[src/design/rbsor_pkg.sv]
// rbsor_pkg: constants, opcodes and controller/datapath command types
// for the red-black SOR grid solver. No dependencies.
package rbsor_pkg;
	localparam int MAX_GRID_SIDE_DEF = 64;
	localparam int CELL_WIDTH_DEF    = 32;
	localparam int SUM_W             = 48;
	localparam int OMEGA_W           = 17;
	localparam int ITER_W            = 17;
	localparam int DIVL_W            = 31;
	localparam int CFG_W             = 48;
	localparam int CFG_IDX_W         = 3;

	localparam logic [1:0] OP_WRITE = 2'd0;
	localparam logic [1:0] OP_RUN   = 2'd1;
	localparam logic [1:0] OP_READ  = 2'd2;

	localparam logic [1:0] ST_CONVERGED = 2'd0;
	localparam logic [1:0] ST_CAP       = 2'd1;
	localparam logic [1:0] ST_DIVERGED  = 2'd2;

	localparam logic [CFG_IDX_W-1:0] REG_GRID_SIZE = 3'd0;
	localparam logic [CFG_IDX_W-1:0] REG_OMEGA     = 3'd1;
	localparam logic [CFG_IDX_W-1:0] REG_SUM_LIMIT = 3'd2;
	localparam logic [CFG_IDX_W-1:0] REG_ITER_CAP  = 3'd3;
	localparam logic [CFG_IDX_W-1:0] REG_DIV_LIMIT = 3'd4;

	// Datapath read slot for a neighbor fetch.
	localparam logic [2:0] SLOT_OLD   = 3'd0;
	localparam logic [2:0] SLOT_UP    = 3'd1;
	localparam logic [2:0] SLOT_DOWN  = 3'd2;
	localparam logic [2:0] SLOT_LEFT  = 3'd3;
	localparam logic [2:0] SLOT_RIGHT = 3'd4;
	localparam logic [2:0] SLOT_WATCH = 3'd5;

	typedef struct packed {
		logic       clr_acc;   // start of an iteration
		logic       clr_flags; // start of a run
		logic       rd_valid;  // read data this cycle belongs to slot
		logic [2:0] rd_slot;
		logic       calc;      // compute step from captured operands
		logic       upd;       // write the new value, accumulate
	} dp_cmd_t;

	typedef struct packed {
		logic       sat;
		logic       wdiv;      // watched cell out of bound
		logic       below;     // acc below limit
	} dp_stat_t;
endpackage

[src/design/rbsor_dp.sv]
// rbsor_dp: operand registers, SOR update arithmetic, change accumulator
// and stop tests. Depends on rbsor_pkg.
module rbsor_dp #(
	parameter int CELL_WIDTH = rbsor_pkg::CELL_WIDTH_DEF
) (
	input  logic                                clk,
	input  logic                                arst_n,
	input  rbsor_pkg::dp_cmd_t                  cmd,
	input  logic [CELL_WIDTH-1:0]               rdata,
	input  logic [rbsor_pkg::OMEGA_W-1:0]       omega,
	input  logic [rbsor_pkg::SUM_W-1:0]         sum_limit,
	input  logic [rbsor_pkg::DIVL_W-1:0]        div_limit,
	output logic [CELL_WIDTH-1:0]               new_val,
	output rbsor_pkg::dp_stat_t                 stat
);
	localparam int CB  = (CELL_WIDTH > 32) ? 32 : CELL_WIDTH;
	localparam int XW  = CB + 3;               // neighbor sum width
	localparam int PW  = XW + rbsor_pkg::OMEGA_W + 1;
	localparam int SW  = rbsor_pkg::SUM_W;

	logic signed [CB-1:0] old_q, up_q, dn_q, lf_q, rt_q;
	logic signed [XW-1:0] chg_q;
	logic signed [PW-1:0] prod_q;
	logic [SW-1:0]        acc_q;
	logic                 sat_q, wdiv_q;

	logic signed [CB-1:0] rd_s;
	logic signed [XW-1:0] nsum, chg;
	logic signed [PW-1:0] step, nv;
	logic [XW-1:0]        mag;
	logic [SW:0]          acc_n;
	logic signed [CB-1:0] nv_sat;
	logic                 nv_ovf;
	logic [CB-1:0]        wabs;

	assign rd_s = signed'(rdata[CB-1:0]);
	assign nsum = XW'(up_q) + XW'(dn_q) + XW'(lf_q) + XW'(rt_q);
	assign chg  = XW'(old_q) - (nsum >>> 2);
	assign step = (prod_q + PW'(32768)) >>> 16;
	assign nv   = PW'(old_q) - step;
	always_comb begin
		nv_ovf = 1'b0;
		nv_sat = nv[CB-1:0];
		if (nv > PW'(signed'({1'b0, {(CB-1){1'b1}}}))) begin
			nv_ovf = 1'b1; nv_sat = {1'b0, {(CB-1){1'b1}}};
		end else if (nv < -PW'(signed'({1'b0, {(CB-1){1'b1}}})) - PW'(1)) begin
			nv_ovf = 1'b1; nv_sat = {1'b1, {(CB-1){1'b0}}};
		end
	end
	assign mag   = chg_q[XW-1] ? XW'(-chg_q) : XW'(chg_q);
	assign acc_n = {1'b0, acc_q} + (SW+1)'(mag);
	assign wabs  = rd_s[CB-1] ? CB'(-rd_s) : CB'(rd_s);
	assign new_val = CELL_WIDTH'(nv_sat);

	always_ff @(posedge clk) begin
		if (cmd.rd_valid) begin
			case (cmd.rd_slot)
				rbsor_pkg::SLOT_OLD:   old_q <= rd_s;
				rbsor_pkg::SLOT_UP:    up_q  <= rd_s;
				rbsor_pkg::SLOT_DOWN:  dn_q  <= rd_s;
				rbsor_pkg::SLOT_LEFT:  lf_q  <= rd_s;
				rbsor_pkg::SLOT_RIGHT: rt_q  <= rd_s;
				default: ;
			endcase
		end
		if (cmd.calc) begin
			chg_q  <= chg;
			prod_q <= PW'(signed'({1'b0, omega})) * PW'(chg);
		end
	end

	always_ff @(posedge clk or negedge arst_n) begin
		if (!arst_n) begin
			acc_q <= '0; sat_q <= 1'b0; wdiv_q <= 1'b0;
		end else begin
			if (cmd.clr_flags) begin
				sat_q <= 1'b0; wdiv_q <= 1'b0;
			end
			if (cmd.clr_acc) begin
				acc_q <= '0; sat_q <= 1'b0;
			end else if (cmd.upd) begin
				if (nv_ovf) sat_q <= 1'b1;
				if (acc_n[SW]) begin
					acc_q <= {SW{1'b1}}; sat_q <= 1'b1;
				end else if (acc_n[SW-1:0] == {SW{1'b1}} && acc_n[SW-1:0] != '0) begin
					acc_q <= acc_n[SW-1:0];
				end else begin
					acc_q <= acc_n[SW-1:0];
				end
			end
			if (cmd.rd_valid && cmd.rd_slot == rbsor_pkg::SLOT_WATCH)
				wdiv_q <= 33'(wabs) > 33'(div_limit);
		end
	end

	assign stat.sat   = sat_q;
	assign stat.wdiv  = wdiv_q;
	assign stat.below = acc_q < sum_limit;
endmodule

[config.mk]
export PLATFORM = sky130hd
export DESIGN_NAME = rbsor_dp
export DESIGN_NICKNAME = d
export VERILOG_FILES = /design/src/design/rbsor_pkg.sv /design/src/design/rbsor_dp.sv
export SDC_FILE = /design/constraint.sdc
export NUM_CORES = 2
export LEC_CHECK = 0
export BUFFER_PORTS_ARGS = -buffer_cell sky130_fd_sc_hd__buf_2
export CAP_MARGIN = 15
export CORE_MARGIN = 5
export CORE_UTILIZATION = 45
export DETAILED_ROUTE_END_ITERATION = 8
export HOLD_SLACK_MARGIN = 0.1
export SLEW_MARGIN = 40
export SYNTH_ARGS = -nofsm -noshare
export SYNTH_HDL_FRONTEND = slang
export SYNTH_SLANG_ARGS = --single-unit
export TNS_END_PERCENT = 50
[constraint.sdc]
create_clock -name clk -period 12.9 [get_ports clk]
set_clock_uncertainty 0.05 [all_clocks]
set_input_delay 1.29 -clock clk [delete_from_list [all_inputs] [get_ports clk]]
set_output_delay 1.29 -clock clk [all_outputs]
set_load 0.05 [all_outputs]
==> qor.yml <==
cts_root_buffer: "clkbuf_16"
die_h_um: 316
hp-class: "flop to flop"
tns_ns: 0
reg2reg_depth: 41
slowest_delay_ns: 0.62
worst_setup_path_end_kind: "flop"
hold_end: "acc_q[42]"
finalHoldViolations: 0
final_cell_mix: "inv_1, fa_1, nand2_1, ha_1, edfxtp_1"
hold_start: "acc_q[42]"
yosysWarnings: 0
syn_inst: 4552
critical_path_class: "flop to flop"
via_count: 31556
cts.sinks: 281
place_congestion: 0.921
via_per_inst: 5.30
report.final.slew_viol_count: 0
min_period_over_period: 0.942
worst_hold_path.num_cells: 1
grt_pass1_wl_um: 177000
ys_types: 79
clock.fmax_mhz: 82.3
area.growth.synth_to_final_pct: 9.12
async_flop_share: 0.178
relSlewSlack: 0.412
syn_nets: 5639
place_ws_ns: 0.279
reg2reg_to: "prod_q[49]"
ios: 173
mostFrequentLayoutCell: "inv_1"
globalRouteOverflowTotal: 0
synth_ff_type: "edfxtp_1"
postCtsHoldBufs: 0
yosysSeqAreaShare: 0.195
drt-pass1-iter-count: 6
fin_ws_ns: 0.746
synth-seq-cells: 281
grt_max_degree: 72
port_buffers: 172
worst_pin_slew_ns: 0.882
core_area_um2: 93000
start_util: 0.452
setup_viol: 0
arrival_ns: 12.40
cp_common_cell: "fa_1"
outcome: "complete, no violations"
clk_latency_ns: 0.58
cts_buffers: 37
cp-start-kind: "flop"
clk_pin_slew_ns: 0.06
reg2reg_slack_ns: 0.75
antenna_left: 0
dp_hpwl_um: 87300
period_needed_ns: 12.15
clockBufferDepth: 3
grt_use_total: 0.224
reg2reg_from: "up_q[3]"
avgSynthCellArea_um2: 9.24
cp.required_ns: 13.15
maxCapViolCount: 0
cts_tree: "yes"
die_area_um2: 99600
cp-startpoint: "up_q[3]"
antenna_found_initial: 1
num_rows: 112
drtIter0Drc: 2111
fp.dieW_um: 316
synth.cell_area_um2: 42000
cp_max_fo: 6
cts.htree.levels: 2
drc: 0
rsz0062_at_grt: "no"
wire_per_inst_um: 18.5
wirelength_um: 110000
grt_pass1_vias: 32465
fin_nets: 5761
drive_gt1_frac: 0.0798
cpMaxStageDelayCell: "a311oi_4"
synth_edf_count: 231
==> state kept, by name (all words and copies together), names as in the netlist <==
signal / cells
dn_q: 32
lf_q: 32
old_q: 32
acc_q: 48
chg_q: 34
wdiv_q: 1
prod_q: 37
up_q: 32
rt_q: 32
sat_q: 1
==> worst max-delay path, delay by kind of cell, from the launching register on <==
kind | cells | cell delay [ns]
XOR/XNOR | 1 | 0.22
flip-flops | 1 | 0.31
adder cells (fa/ha/maj) | 11 | 5.10
AO/OA/AOI/OAI | 15 | 4.00
AND/OR/NAND/NOR | 7 | 1.30
buffers and inverters | 5 | 0.25
multiplexers | 2 | 0.66
==> area by class of cell <==
| cell class | count | area, um^2 |
|---|---|---|
| clock buffer | 42 | 966 |
| sequential | 281 | 8190 |
| antenna | 1 | 2.50 |
| timing repair buffer | 250 | 1470 |
| multi-input combinational | 3178 | 30000 |
| fill | 8856 | 47200 |
| clock inverter | 25 | 224 |
| tap | 1254 | 1570 |
| inverter | 926 | 3480 |
==> layer usage <==
| layer | vias up | track usage | part of all wire |
|---|---|---|---|
| li1 | 14863 | - | - |
| met1 | 15724 | 0.298 | 0.43 |
| met2 | 806 | 0.392 | 0.50 |
| met3 | 161 | 0.0262 | 0.049 |
| met4 | 2 | 0.0592 | 0.027 |
| met5 | - | 0 | 0.00018 |
==> synth_stat cells, drive strengths merged, types with 51 or more instances <==
library cell | n | area (um^2)
inv | 926 | 3480
fa | 612 | 12300
nand2 | 512 | 1920
ha | 337 | 4220
edfxtp | 231 | 6940
and2 | 192 | 1200
a21oi | 191 | 956
xnor2 | 171 | 1500
clkbuf | 151 | 567
nor2 | 151 | 567
o21ai | 144 | 721
a21o | 124 | 931
xor2 | 94 | 823
nand3 | 60 | 305
nor2b | 51 | 319
==> per-stage QoR <==
stage	instance area (um^2)	hold WS (ns)	util	cells
detailed placement	44600	0.449	0.479	5888
floorplan	42000	0.415	-	4552
global placement	44500	0.444	0.479	5888
CTS	45800	0.458	0.492	5955
finish	45900	0.453	0.493	5957
global route	45900	0.507	0.493	5956
==> repair_timing <==
item / 4_1_cts / 5_1_grt
endpoints found under the hold margin: 0 / 0
endpoints found under the setup margin: 0 / 18
resized for setup: 0 / 15
buffers inserted: 0 / 1
==> kinds of logic (layout without fill, tap and decap cells) <==
| kind of cell | Yosys count | count (layout) | share of synthesized area |
|---|---|---|---|
| fa+ha+maj | 949 | 949 | 0.392 |
| flops | 281 | 281 | 0.195 |
| compound gates | 714 | 714 | 0.111 |
| other cells | 1 | 2 | 0.0000892 |
| simple gates | 1225 | 1225 | 0.143 |
| buf+inv | 1093 | 1243 | 0.0982 |
| mux | 24 | 24 | 0.00595 |
| xor+xnor | 265 | 265 | 0.0552 |
==> worst max-delay path by stage <==
stage / slack, ns / cells after the start / endpoint
after floorplan: 1.42 / 45 / prod_q[51]
after global placement: 0.52 / 43 / prod_q[49]
after detailed placement: 0.28 / 43 / prod_q[51]
after CTS: 0.20 / 43 / prod_q[51]
after global routing: 0.01 / 43 / prod_q[51]
final: 0.75 / 41 / prod_q[49]
Power is left out: the tool's default activity adds up to more than one toggle a clock period on the data nets, which glitch-free logic cannot reach.
