`config.mk`:
```
export PLATFORM = sky130hd
export DESIGN_NAME = rbsor_ctrl
export DESIGN_NICKNAME = d
export VERILOG_FILES = /design/src/design/rbsor_pkg.sv /design/src/design/rbsor_ctrl.sv
export SDC_FILE = /design/constraint.sdc
export NUM_CORES = 1
export LEC_CHECK = 0
export ABC_AREA = 1
export CAP_MARGIN = 20
export CORE_ASPECT_RATIO = 1.4
export CORE_MARGIN = 3
export CORE_UTILIZATION = 58
export DETAILED_ROUTE_END_ITERATION = 7
export DONT_BUFFER_PORTS = 1
export PLACE_DENSITY = 0.83
export SETUP_SLACK_MARGIN = 0.2
export SLEW_MARGIN = 40
export SYNTH_ARGS = -nofsm -noshare
export SYNTH_HDL_FRONTEND = slang
export SYNTH_SLANG_ARGS = --single-unit
```
`constraint.sdc`:
```
create_clock -name clk -period 6.76 [get_ports clk]
set_input_delay 0.676 -clock clk [delete_from_list [all_inputs] [get_ports clk]]
set_output_delay 0.676 -clock clk [all_outputs]
set_load 0.05 [all_outputs]
```
`src/design/rbsor_pkg.sv`:
```
// rbsor_pkg: constants, opcodes and controller/datapath command types
// for the red-black SOR grid solver. No dependencies.
package rbsor_pkg;
	localparam int MAX_GRID_SIDE_DEF = 64;
	localparam int CELL_WIDTH_DEF    = 32;
	localparam int SUM_W             = 48;
	localparam int OMEGA_W           = 17;
	localparam int ITER_W            = 17;
	localparam int DIVL_W            = 31;
	localparam int CFG_W             = 48;
	localparam int CFG_IDX_W         = 3;

	localparam logic [1:0] OP_WRITE = 2'd0;
	localparam logic [1:0] OP_RUN   = 2'd1;
	localparam logic [1:0] OP_READ  = 2'd2;

	localparam logic [1:0] ST_CONVERGED = 2'd0;
	localparam logic [1:0] ST_CAP       = 2'd1;
	localparam logic [1:0] ST_DIVERGED  = 2'd2;

	localparam logic [CFG_IDX_W-1:0] REG_GRID_SIZE = 3'd0;
	localparam logic [CFG_IDX_W-1:0] REG_OMEGA     = 3'd1;
	localparam logic [CFG_IDX_W-1:0] REG_SUM_LIMIT = 3'd2;
	localparam logic [CFG_IDX_W-1:0] REG_ITER_CAP  = 3'd3;
	localparam logic [CFG_IDX_W-1:0] REG_DIV_LIMIT = 3'd4;

	// Datapath read slot for a neighbor fetch.
	localparam logic [2:0] SLOT_OLD   = 3'd0;
	localparam logic [2:0] SLOT_UP    = 3'd1;
	localparam logic [2:0] SLOT_DOWN  = 3'd2;
	localparam logic [2:0] SLOT_LEFT  = 3'd3;
	localparam logic [2:0] SLOT_RIGHT = 3'd4;
	localparam logic [2:0] SLOT_WATCH = 3'd5;

	typedef struct packed {
		logic       clr_acc;   // start of an iteration
		logic       clr_flags; // start of a run
		logic       rd_valid;  // read data this cycle belongs to slot
		logic [2:0] rd_slot;
		logic       calc;      // compute step from captured operands
		logic       upd;       // write the new value, accumulate
	} dp_cmd_t;

	typedef struct packed {
		logic       sat;
		logic       wdiv;      // watched cell out of bound
		logic       below;     // acc below limit
	} dp_stat_t;
endpackage

```
`src/design/rbsor_ctrl.sv`:
```
// rbsor_ctrl: command sequencer for write, read and run items, drives RAM
// address and datapath commands. Depends on rbsor_pkg.
module rbsor_ctrl #(
	parameter int MAX_GRID_SIDE = rbsor_pkg::MAX_GRID_SIDE_DEF
) (
	input  logic                          clk,
	input  logic                          arst_n,
	input  logic                          start,
	input  logic [1:0]                    opcode,
	input  logic [5:0]                    row,
	input  logic [5:0]                    col,
	input  logic [6:0]                    grid_size,
	input  logic [rbsor_pkg::ITER_W-1:0]  iter_cap,
	input  rbsor_pkg::dp_stat_t           stat,
	output logic                          busy,
	output logic [$clog2(MAX_GRID_SIDE*MAX_GRID_SIDE)-1:0] addr,
	output logic                          ram_we,
	output logic                          sel_in,   // write port data from cell_in
	output rbsor_pkg::dp_cmd_t            cmd,
	output logic                          rd_done,
	output logic                          rd_ok,
	output logic                          run_done,
	output logic [1:0]                    status,
	output logic [rbsor_pkg::ITER_W-1:0]  iters
);
	localparam int LG = $clog2(MAX_GRID_SIDE);
	localparam int AW = 2 * LG;
	localparam int GW = LG + 1;

	localparam logic [3:0] S_IDLE  = 4'd0;
	localparam logic [3:0] S_ROWST = 4'd1;  // position cell, then go to fetch
	localparam logic [3:0] S_FETCH = 4'd2;
	localparam logic [3:0] S_CALC  = 4'd3;
	localparam logic [3:0] S_MUL   = 4'd4;
	localparam logic [3:0] S_WR    = 4'd5;
	localparam logic [3:0] S_WATCH = 4'd6;
	localparam logic [3:0] S_WWAIT = 4'd7;
	localparam logic [3:0] S_TEST  = 4'd8;
	localparam logic [3:0] S_ITER  = 4'd9;

	logic [3:0]        state_q;
	logic [GW-1:0]     n_q, r_q, c_q;
	logic              col_q;            // 0 red, 1 black
	logic [2:0]        fcnt_q;
	logic              pend_q;           // read slot pending
	logic [2:0]        pslot_q;
	logic [rbsor_pkg::ITER_W-1:0] it_q, cap_q;
	logic              rd_q, rdok_q;
	logic [AW-1:0]     ra;
	logic [GW-1:0]     n_c;

	assign n_c = (grid_size < 7'd4) ? GW'(4) :
		(32'(grid_size) > MAX_GRID_SIDE) ? GW'(MAX_GRID_SIDE) : GW'(grid_size);

	function automatic logic [AW-1:0] at(input logic [GW-1:0] r, input logic [GW-1:0] c);
		at = {r[LG-1:0], c[LG-1:0]};
	endfunction

	function automatic logic [GW-1:0] first_c(input logic [GW-1:0] r, input logic k);
		first_c = ((r[0] ^ k) == 1'b1) ? GW'(1) : GW'(2);
	endfunction

	always_comb begin
		ra = at(r_q, c_q);
		case (fcnt_q)
			3'd0: ra = at(r_q, c_q);
			3'd1: ra = at(r_q - GW'(1), c_q);
			3'd2: ra = at(r_q + GW'(1), c_q);
			3'd3: ra = at(r_q, c_q - GW'(1));
			3'd4: ra = at(r_q, c_q + GW'(1));
			default: ra = at(r_q, c_q);
		endcase
		sel_in = 1'b0;
		ram_we = 1'b0;
		addr   = ra;
		if (state_q == S_IDLE) begin
			addr   = at(GW'(row), GW'(col));
			sel_in = 1'b1;
			ram_we = start && opcode == rbsor_pkg::OP_WRITE &&
				32'(row) < MAX_GRID_SIDE && 32'(col) < MAX_GRID_SIDE;
		end else if (state_q == S_WR) begin
			addr = at(r_q, c_q); ram_we = 1'b1;
		end else if (state_q == S_WATCH) begin
			addr = at(n_q - GW'(2), n_q - GW'(2));
		end
	end

	always_comb begin
		cmd = '0;
		cmd.rd_valid = pend_q;
		cmd.rd_slot  = pslot_q;
		cmd.calc     = state_q == S_MUL;
		cmd.upd      = state_q == S_WR;
		cmd.clr_acc  = state_q == S_ITER;
		cmd.clr_flags = state_q == S_IDLE && start && opcode == rbsor_pkg::OP_RUN;
	end

	assign busy = state_q != S_IDLE;
	assign rd_done = rd_q;
	assign rd_ok = rdok_q;
	assign iters = it_q;

	always_ff @(posedge clk or negedge arst_n) begin
		if (!arst_n) begin
			state_q <= S_IDLE; n_q <= '0; r_q <= '0; c_q <= '0; col_q <= 1'b0;
			fcnt_q <= '0; pend_q <= 1'b0; pslot_q <= '0; it_q <= '0; cap_q <= '0;
			rd_q <= 1'b0; rdok_q <= 1'b0; run_done <= 1'b0; status <= '0;
		end else begin
			rd_q <= 1'b0; run_done <= 1'b0; pend_q <= 1'b0;
			case (state_q)
				S_IDLE: begin
					if (start && opcode == rbsor_pkg::OP_READ) begin
						rd_q <= 1'b1;
						rdok_q <= 32'(row) < MAX_GRID_SIDE && 32'(col) < MAX_GRID_SIDE;
					end
					if (start && opcode == rbsor_pkg::OP_RUN) begin
						n_q <= n_c;
						cap_q <= (iter_cap == '0) ? rbsor_pkg::ITER_W'(1) : iter_cap;
						it_q <= '0;
						state_q <= S_ITER;
					end
				end
				S_ITER: begin
					col_q <= 1'b0; r_q <= GW'(1);
					c_q <= first_c(GW'(1), 1'b0);
					state_q <= S_ROWST;
				end
				S_ROWST: begin
					// advance to a valid cell in the current pass, switch to the black pass, or end the iteration
					if (r_q + GW'(1) >= n_q) begin
						if (!col_q) begin
							col_q <= 1'b1; r_q <= GW'(1);
							c_q <= first_c(GW'(1), 1'b1);
						end else begin
							it_q <= it_q + rbsor_pkg::ITER_W'(1);
							state_q <= S_WATCH;
						end
					end else if (c_q + GW'(1) >= n_q) begin
						r_q <= r_q + GW'(1);
						c_q <= first_c(r_q + GW'(1), col_q);
					end else begin
						fcnt_q <= 3'd0; state_q <= S_FETCH;
					end
				end
				S_FETCH: begin
					// one read per cycle, data lands in the next cycle
					pend_q <= 1'b1; pslot_q <= fcnt_q;
					if (fcnt_q == 3'd4) state_q <= S_CALC;
					else fcnt_q <= fcnt_q + 3'd1;
				end
				S_CALC: state_q <= S_MUL;   // right neighbor lands
				S_MUL:  state_q <= S_WR;    // captures change and product
				S_WR: begin
					c_q <= c_q + GW'(2);
					state_q <= S_ROWST;
				end
				S_WATCH: begin
					pend_q <= 1'b1; pslot_q <= rbsor_pkg::SLOT_WATCH;
					state_q <= S_WWAIT;
				end
				S_WWAIT: state_q <= S_TEST;
				S_TEST: begin
					if (stat.sat || stat.wdiv) begin
						status <= rbsor_pkg::ST_DIVERGED; run_done <= 1'b1; state_q <= S_IDLE;
					end else if (stat.below) begin
						status <= rbsor_pkg::ST_CONVERGED; run_done <= 1'b1; state_q <= S_IDLE;
					end else if (it_q >= cap_q) begin
						status <= rbsor_pkg::ST_CAP; run_done <= 1'b1; state_q <= S_IDLE;
					end else begin
						state_q <= S_ITER;
					end
				end
				default: state_q <= S_IDLE;
			endcase
		end
	end
endmodule

```
==> summary.txt, run 1 <==
Status
  • Outcome: complete, no violations

Placement
  • Dpl ws: 3.67 ns
  • Post-DP HPWL: 11.5 mm
  • Post-DP Area: 5480 sq um
  • GPL Wtd Cong: approximately 0.95
  • # port buffers: 0

Critical path
  • Setup Crit Path Kind: flop to output port
  • Critical Path RT: 6.08 ns
  • Worst Reg2Reg Path Length in Cells: 16
  • CP endpoint kind: output port
  • Worst EP arrival: 2.79 ns
  • Crit Path Max Fanout: 19
  • Worst setup SP type: flop

Floorplan
  • Die width: 87.7 um
  • I/O pin cnt: 89
  • CORE AREA: 9080 sq um
  • Row cnt: 41
  • Initial core utilization: 59.7%
  • Die span in y: 120 um
  • Die ar.: around 11000 sq um

Finish
  • Fin nets: about 840
  • Multi-input gate area: 3120 sq um
  • Post-Layout Inst Area: slightly below 6000 sq um
  • Inserted Diodes: 0
  • Commonest non-fill, non-tap cell in the layout: nand2_1
  • Layout cell share with drive strength beyond 1: between 7 and 8%
  • Layout fillers: 817
  • Fin util: a little under two thirds
  • Most frequent cells in the layout: 209 x nand2_1, 105 x inv_1, 72 x dfrtp_1, 67 x o21ai_0, 52 x nor2_1
  • Register area: 1800 sq um
  • Layout area overhead: 6.93%

Clock network
  • CTS tree: built
  • Gates resized, CTS repair: 0
  • Post-CTS Setup Bufs: 0
  • CTS buffer count: 9
  • H-Tree Depth: 3
  • CTS Buffer Depth: 2
  • Post-CTS Hold Buffers: 0
  • Clk pin slew, worst setup/hold paths: 0.06 ns
  • Root buf cell: clkbuf_16
  • Sink Count: 72
  • Clock Latency Late Sink: 0.33 ns

Routing
  • Initial DRT Pass Iterations: 5
  • DRC: 0
  • Avg WL per Cell: 17.5 um
  • Via density: 5.96
  • Routed Antenna Nets: 0
  • DR vias: just over 5000
  • Total Wirelength: around 15 mm
  • Iter 0 DRT Violations: a little over 300

STA
  • Final hold violations: 0
  • Worst setup margin: approximately 3.3 ns
  • Post-Route Setup TNS: 0 ns
  • Final setup viols: 0
  • Worst slew margin: 50.8%
  • Final Cycle Share: 51.3%
  • Worst Tran Pin Value: 0.737 ns
  • Clk_skew: 0.00649 ns
  • Final min period: 3.47 ns
  • Slew Limit Fails: 0
  • RSZ-0062 raised after global routing: no
  • Fmax achieved: 289 MHz

Synth
  • Synth Cell Area: 5420 sq um
  • Register area share after synthesis: approximately 33%
  • Avg Synthesized Cell Area: 7.13 sq um
  • Async S/R FF share, synth: 100%
  • Primary FF master, synth: dfrtp_1
  • Synth cell types: 44
  • Synth warn: 0
  • Post-synthesis sequential element count: 72
  • EDFF count, synth: 0
  • Syn_nets: roughly 850
  • Syn Inst Count: 760

Power
  • Power share of the clock group: 18.4%
  • Switching Share: 53.8%
  • VDD IR max: 0.284 mV
  • Pwr/cell area: 476 nW/um^2
  • Static leakage: 2.97 nW
  • Flop pwr share: around a third
  • P_int: 1.27 mW
  • Switch Pwr: around 1.5 mW
  • Tot Pwr: 2.76 mW
  • Comb pwr share: 48.8%

Run
  • Max cap viols: 0

Global route
  • Vias in the first global route: 5242
  • Grt ovf: 0
  • Tot GR Track Use: 29.9%
  • Global-route wire length before repair: 24.6 mm
  • Largest net degree at the start of global routing: 73
  • Initial antenna violation count: 0

Worst hold path
  • HP Class: primary input to asynchronous set/reset pin
==> area by class of cell <==
cell class              instances  area share, %
repair buffers                  1          0.130
clock inverters                 5           1.42
well taps                     107           2.31
flip-flops and latches         72           31.1
inverters                     113           7.32
clock buffers                  10           3.95
multi-input cells             557           53.8
==> worst max-delay path, stage by stage, from the launching register on <==
cell and delay, ns:
dfrtp_1 0.52, inv_2 0.08, nor2_4 0.12, nand2_1 0.43
inv_2 0.55, a21oi_1 0.17, nand2_1 0.11, nand3_1 0.08
nand2_1 0.38
==> final timing paths <==
path | startpoint | endpoint | slack (ns)
max in group asynchronous | arst_n | n_q[3] | 6.59
min | arst_n | c_q[5] | 0.03
min in group clk | opcode[0] | rd_done | 0.44
max | state_q[0] | addr[9] | 3.29
max reg2reg | r_q[0] | iters[10] | 3.74
min reg2reg | r_q[6] | r_q[6] | 0.52
==> synth_stat cells (13+ instances only) <==
cell type | instances | area (sq um)
xor2_1 | 13 | 114
nand3_1 | 38 | 190
o21ai_0 | 69 | 345
ha_1 | 45 | 563
inv_1 | 106 | 398
dfrtp_1 | 72 | 1800
a21oi_1 | 23 | 115
nand2_1 | 209 | 785
o21ai_1 | 15 | 75.1
nor2_1 | 54 | 203
nand4_1 | 17 | 106
==> power groups by stage <==
stage | clock (mW) | sequential [mW] | combinational, mW
2_1_floorplan | 0 | 0.831 | 1.10
3_3_place_gp | 0 | 0.899 | 1.26
3_5_place_dp | 0 | 0.908 | 1.32
4_1_cts | 0.510 | 0.901 | 1.34
5_1_grt | 0.528 | 0.923 | 1.50
6_report | 0.507 | 0.905 | 1.35
==> registers in the layout (all words and copies together) (netlist names) <==
signal	cells
col_q	1
r_q	7
cap_q	17
fcnt_q	3
pslot_q	3
rd_done	1
pend_q	1
iters	17
c_q	7
run_done	1
state_q	4
rd_ok	1
status	2
n_q	7
==> kinds of logic (layout without fill, tap and decap cells) <==
group                    count (synthesis)  after routing  synth area share, %
flip-flops                              72             72                 33.2
buffers and inverters                  131            129                 9.83
AO/OA/AOI/OAI                          135            135                 14.2
XOR/XNOR                                19             19                 3.07
AND/OR/NAND/NOR                        358            358                 29.3
adder cells (fa/ha/maj)                 45             45                 10.4
==> through the flow <==
| step | instances | hold slack (ns) |
|---|---|---|
| 2_1_floorplan | 760 | 0.380 |
| 3_3_place_gp | 850 | 0.382 |
| 3_5_place_dp | 850 | 0.382 |
| 4_1_cts | 865 | 0.0265 |
| 5_1_grt | 865 | 0.0210 |
| 6_report | 865 | 0.0322 |
==> per-layer routing <==
metal	global-route usage, %	routed length [um]	share of wire [%]	up-vias
li1	-	-	-	2450
met4	18.1	854	5.7	0
met5	0	0	0	-
met2	52.5	7820	52	221
met3	6.27	942	6.2	68
met1	31.8	5490	36	2413
Power figures use the tool's default switching activity.
==> run 2, diff against run 1 <==
==> constraint.sdc (replaced) <==
create_clock -name clk -period 3.3 [get_ports clk]
set_input_delay 0.33 -clock clk [delete_from_list [all_inputs] [get_ports clk]]
set_output_delay 0.33 -clock clk [all_outputs]
set_load 0.05 [all_outputs]
==> summary.txt, run 2 (synthesis results as in run 1) <==
Clock network
  • CTS Buffer Depth: 2 (unchanged)
  • Sink Count: 72 (unchanged)
  • CTS buffer count: 9 (unchanged)
  • CTS tree: built
  • Clk pin slew, worst setup/hold paths: 0.06 ns (about the same)
  • H-Tree Depth: 3 (unchanged)
  • Root buf cell: clkbuf_16
  • Clock Latency Late Sink: 0.34 ns (about the same)

Routing
  • Total Wirelength: 14.7 mm (-2.5%)
  • DR vias: 5267 (+2.2%)
  • Avg WL per Cell: 16.7 um (-4.5%)
  • Iter 0 DRT Violations: 399 (+29%)
  • Via density: 5.96 (+0.15%)
  • Routed Antenna Nets: 0 (unchanged)
  • DRC: 0 (unchanged)
  • Initial DRT Pass Iterations: 5 (unchanged)

Critical path
  • CP endpoint kind: output port
  • Critical Path RT: 2.97 ns (-3.11 ns)
  • Setup slack, reg-to-reg: 0.47 ns (-3.27 ns)
  • Worst setup SP type: flop
  • Crit Path Max Fanout: 8 (-11)
  • Worst EP arrival: 2.58 ns (-0.21 ns)
  • Setup Crit Path Kind: flop to output port

Status
  • Outcome: complete, no violations

STA
  • Final hold violations: 0 (unchanged)
  • Clk_skew: 0.00782 ns (+0.00133 ns)
  • Post-Route Setup TNS: 0 ns (unchanged)
  • Slew Limit Fails: 0 (unchanged)
  • Final min period: 2.91 ns
  • Worst Tran Pin Value: 0.729 ns (-0.00828 ns)
  • Fmax achieved: between 300 and 400 MHz
  • RSZ-0062 raised after global routing: yes
  • Final setup viols: 0 (unchanged)
  • Hold_ws: 0.104 ns (+0.0719 ns)
  • Worst slew margin: 51.4% (+0.55 points)
  • Final Cycle Share: 88.1%

Finish
  • Commonest non-fill, non-tap cell in the layout: nand2_1
  • Non-filler cells in the finished layout: 883 (+2.1%)
  • Layout cell share with drive strength beyond 1: 9.15% (+1.4 points)
  • Fin util: 65.8% (+1.9 points)
  • Inserted Diodes: 0 (unchanged)
  • Fin nets: 860 (+2.0%)
  • Layout fillers: 753 (-7.8%)
  • Most frequent cells in the layout: 209 x nand2_1, 106 x inv_1, 72 x dfrtp_1, 67 x o21ai_0, 53 x nor2_1
  • Layout area overhead: 10.2%

Global route
  • Initial antenna violation count: 0 (unchanged)
  • Vias in the first global route: 5180 (-1.2%)
  • Tot GR Track Use: 28.9% (-0.98 points)
  • Grt ovf: 0 (unchanged)
  • Largest net degree at the start of global routing: 73 (unchanged)
  • Global-route wire length before repair: 23.7 mm (-3.6%)

Power
  • Tot Pwr: 5.83 mW (+110%)
  • Pwr/cell area: 977 nW/um^2 (+110%)
  • VDD IR max: 0.552 mV (+94%)
  • Static leakage: 3.09 nW (+4.0%)

Placement
  • Placed insts: 865 (+1.8%)
  • Post-DP HPWL: 11.3 mm (-1.9%)
  • # port buffers: 0 (unchanged)
  • GPL Wtd Cong: 0.941 (-1.4%)

Worst hold path
  • HP Class: primary input to flop

Floorplan
  • CORE AREA: 9080 sq um (unchanged)
  • Initial core utilization: 59.7% (unchanged)
  • Die width: 87.7 um (unchanged)
  • Die span in y: 120 um (unchanged)
  • Die ar.: 10600 sq um (unchanged)
  • I/O pin cnt: 89 (unchanged)
  • Row cnt: 41 (unchanged)

Run
  • Max cap viols: 0 (unchanged)
run 2: per-stage QoR:
| step | area, sq um | setup WS, ns |
|---|---|---|
| floorplan | 5430 | 0.405 |
| global placement | 5570 | 0.662 |
| detailed placement | 5580 | 0.492 |
| CTS | 5970 | 0.427 |
| global route | 5970 | 0.196 |
| finish | 5970 | 0.394 |
run 2: power by group:
part / leakage (nW) / total [mW] / switching [mW] / internal, mW
combinational: 1.99 / 2.87 / 2.01 / 0.862
sequential: 0.926 / 1.81 / 0.634 / 1.18
clock: 0.172 / 1.15 / 0.377 / 0.778
total: 3.09 / 5.83 / 3.02 / 2.82
run 2: final timing paths:
check | depth (start not counted) | startpoint | endpoint
max in group asynchronous | 2 | arst_n | c_q[2]
min in group asynchronous | 2 | arst_n | r_q[3]
worst max-delay path | 9 | state_q[0] | addr[0]
worst min register to register | 2 | cap_q[14] | cap_q[14]
worst min-delay path | 1 | opcode[0] | rd_done
worst max register to register | 15 | r_q[1] | iters[12]
run 2: per-layer routing:
layer | GRT usage [%] | part of all wire (%) | vias to the layer above
met5 | 0 | 0 | -
met3 | 6.41 | 7.6 | 83
li1 | - | - | 2487
met4 | 20.0 | 6.8 | 0
met2 | 49.7 | 51 | 264
met1 | 30.4 | 35 | 2433
run 2: worst max-delay path: stages, from the launching register on:
cell,delay [ns]
dfrtp_1,0.49
nor2_1,0.21
nand2_1,0.16
nor2_4,0.21
inv_1,0.21
o21ai_0,0.31
inv_1,0.10
nand2_1,0.08
o211ai_1,0.10
nand2_1,0.39
run 2: cell type report:
type,instances,area [sq um],share of cell area [%]
clock buffer,11,253,4.23
clock inverter,5,103,1.72
inverter,113,424,7.10
multi-input combinational,557,3100,51.9
sequential,72,1800,30.2
tap,107,134,2.24
timing repair buffer,18,158,2.64
run 2: what timing repair did:
action                     4_1_cts  5_1_grt
setup endpoints to repair        0        4
hold buffers                     2        0
hold endpoints to repair        72        0
gates resized for setup          0        1
buffers inserted                 0        0
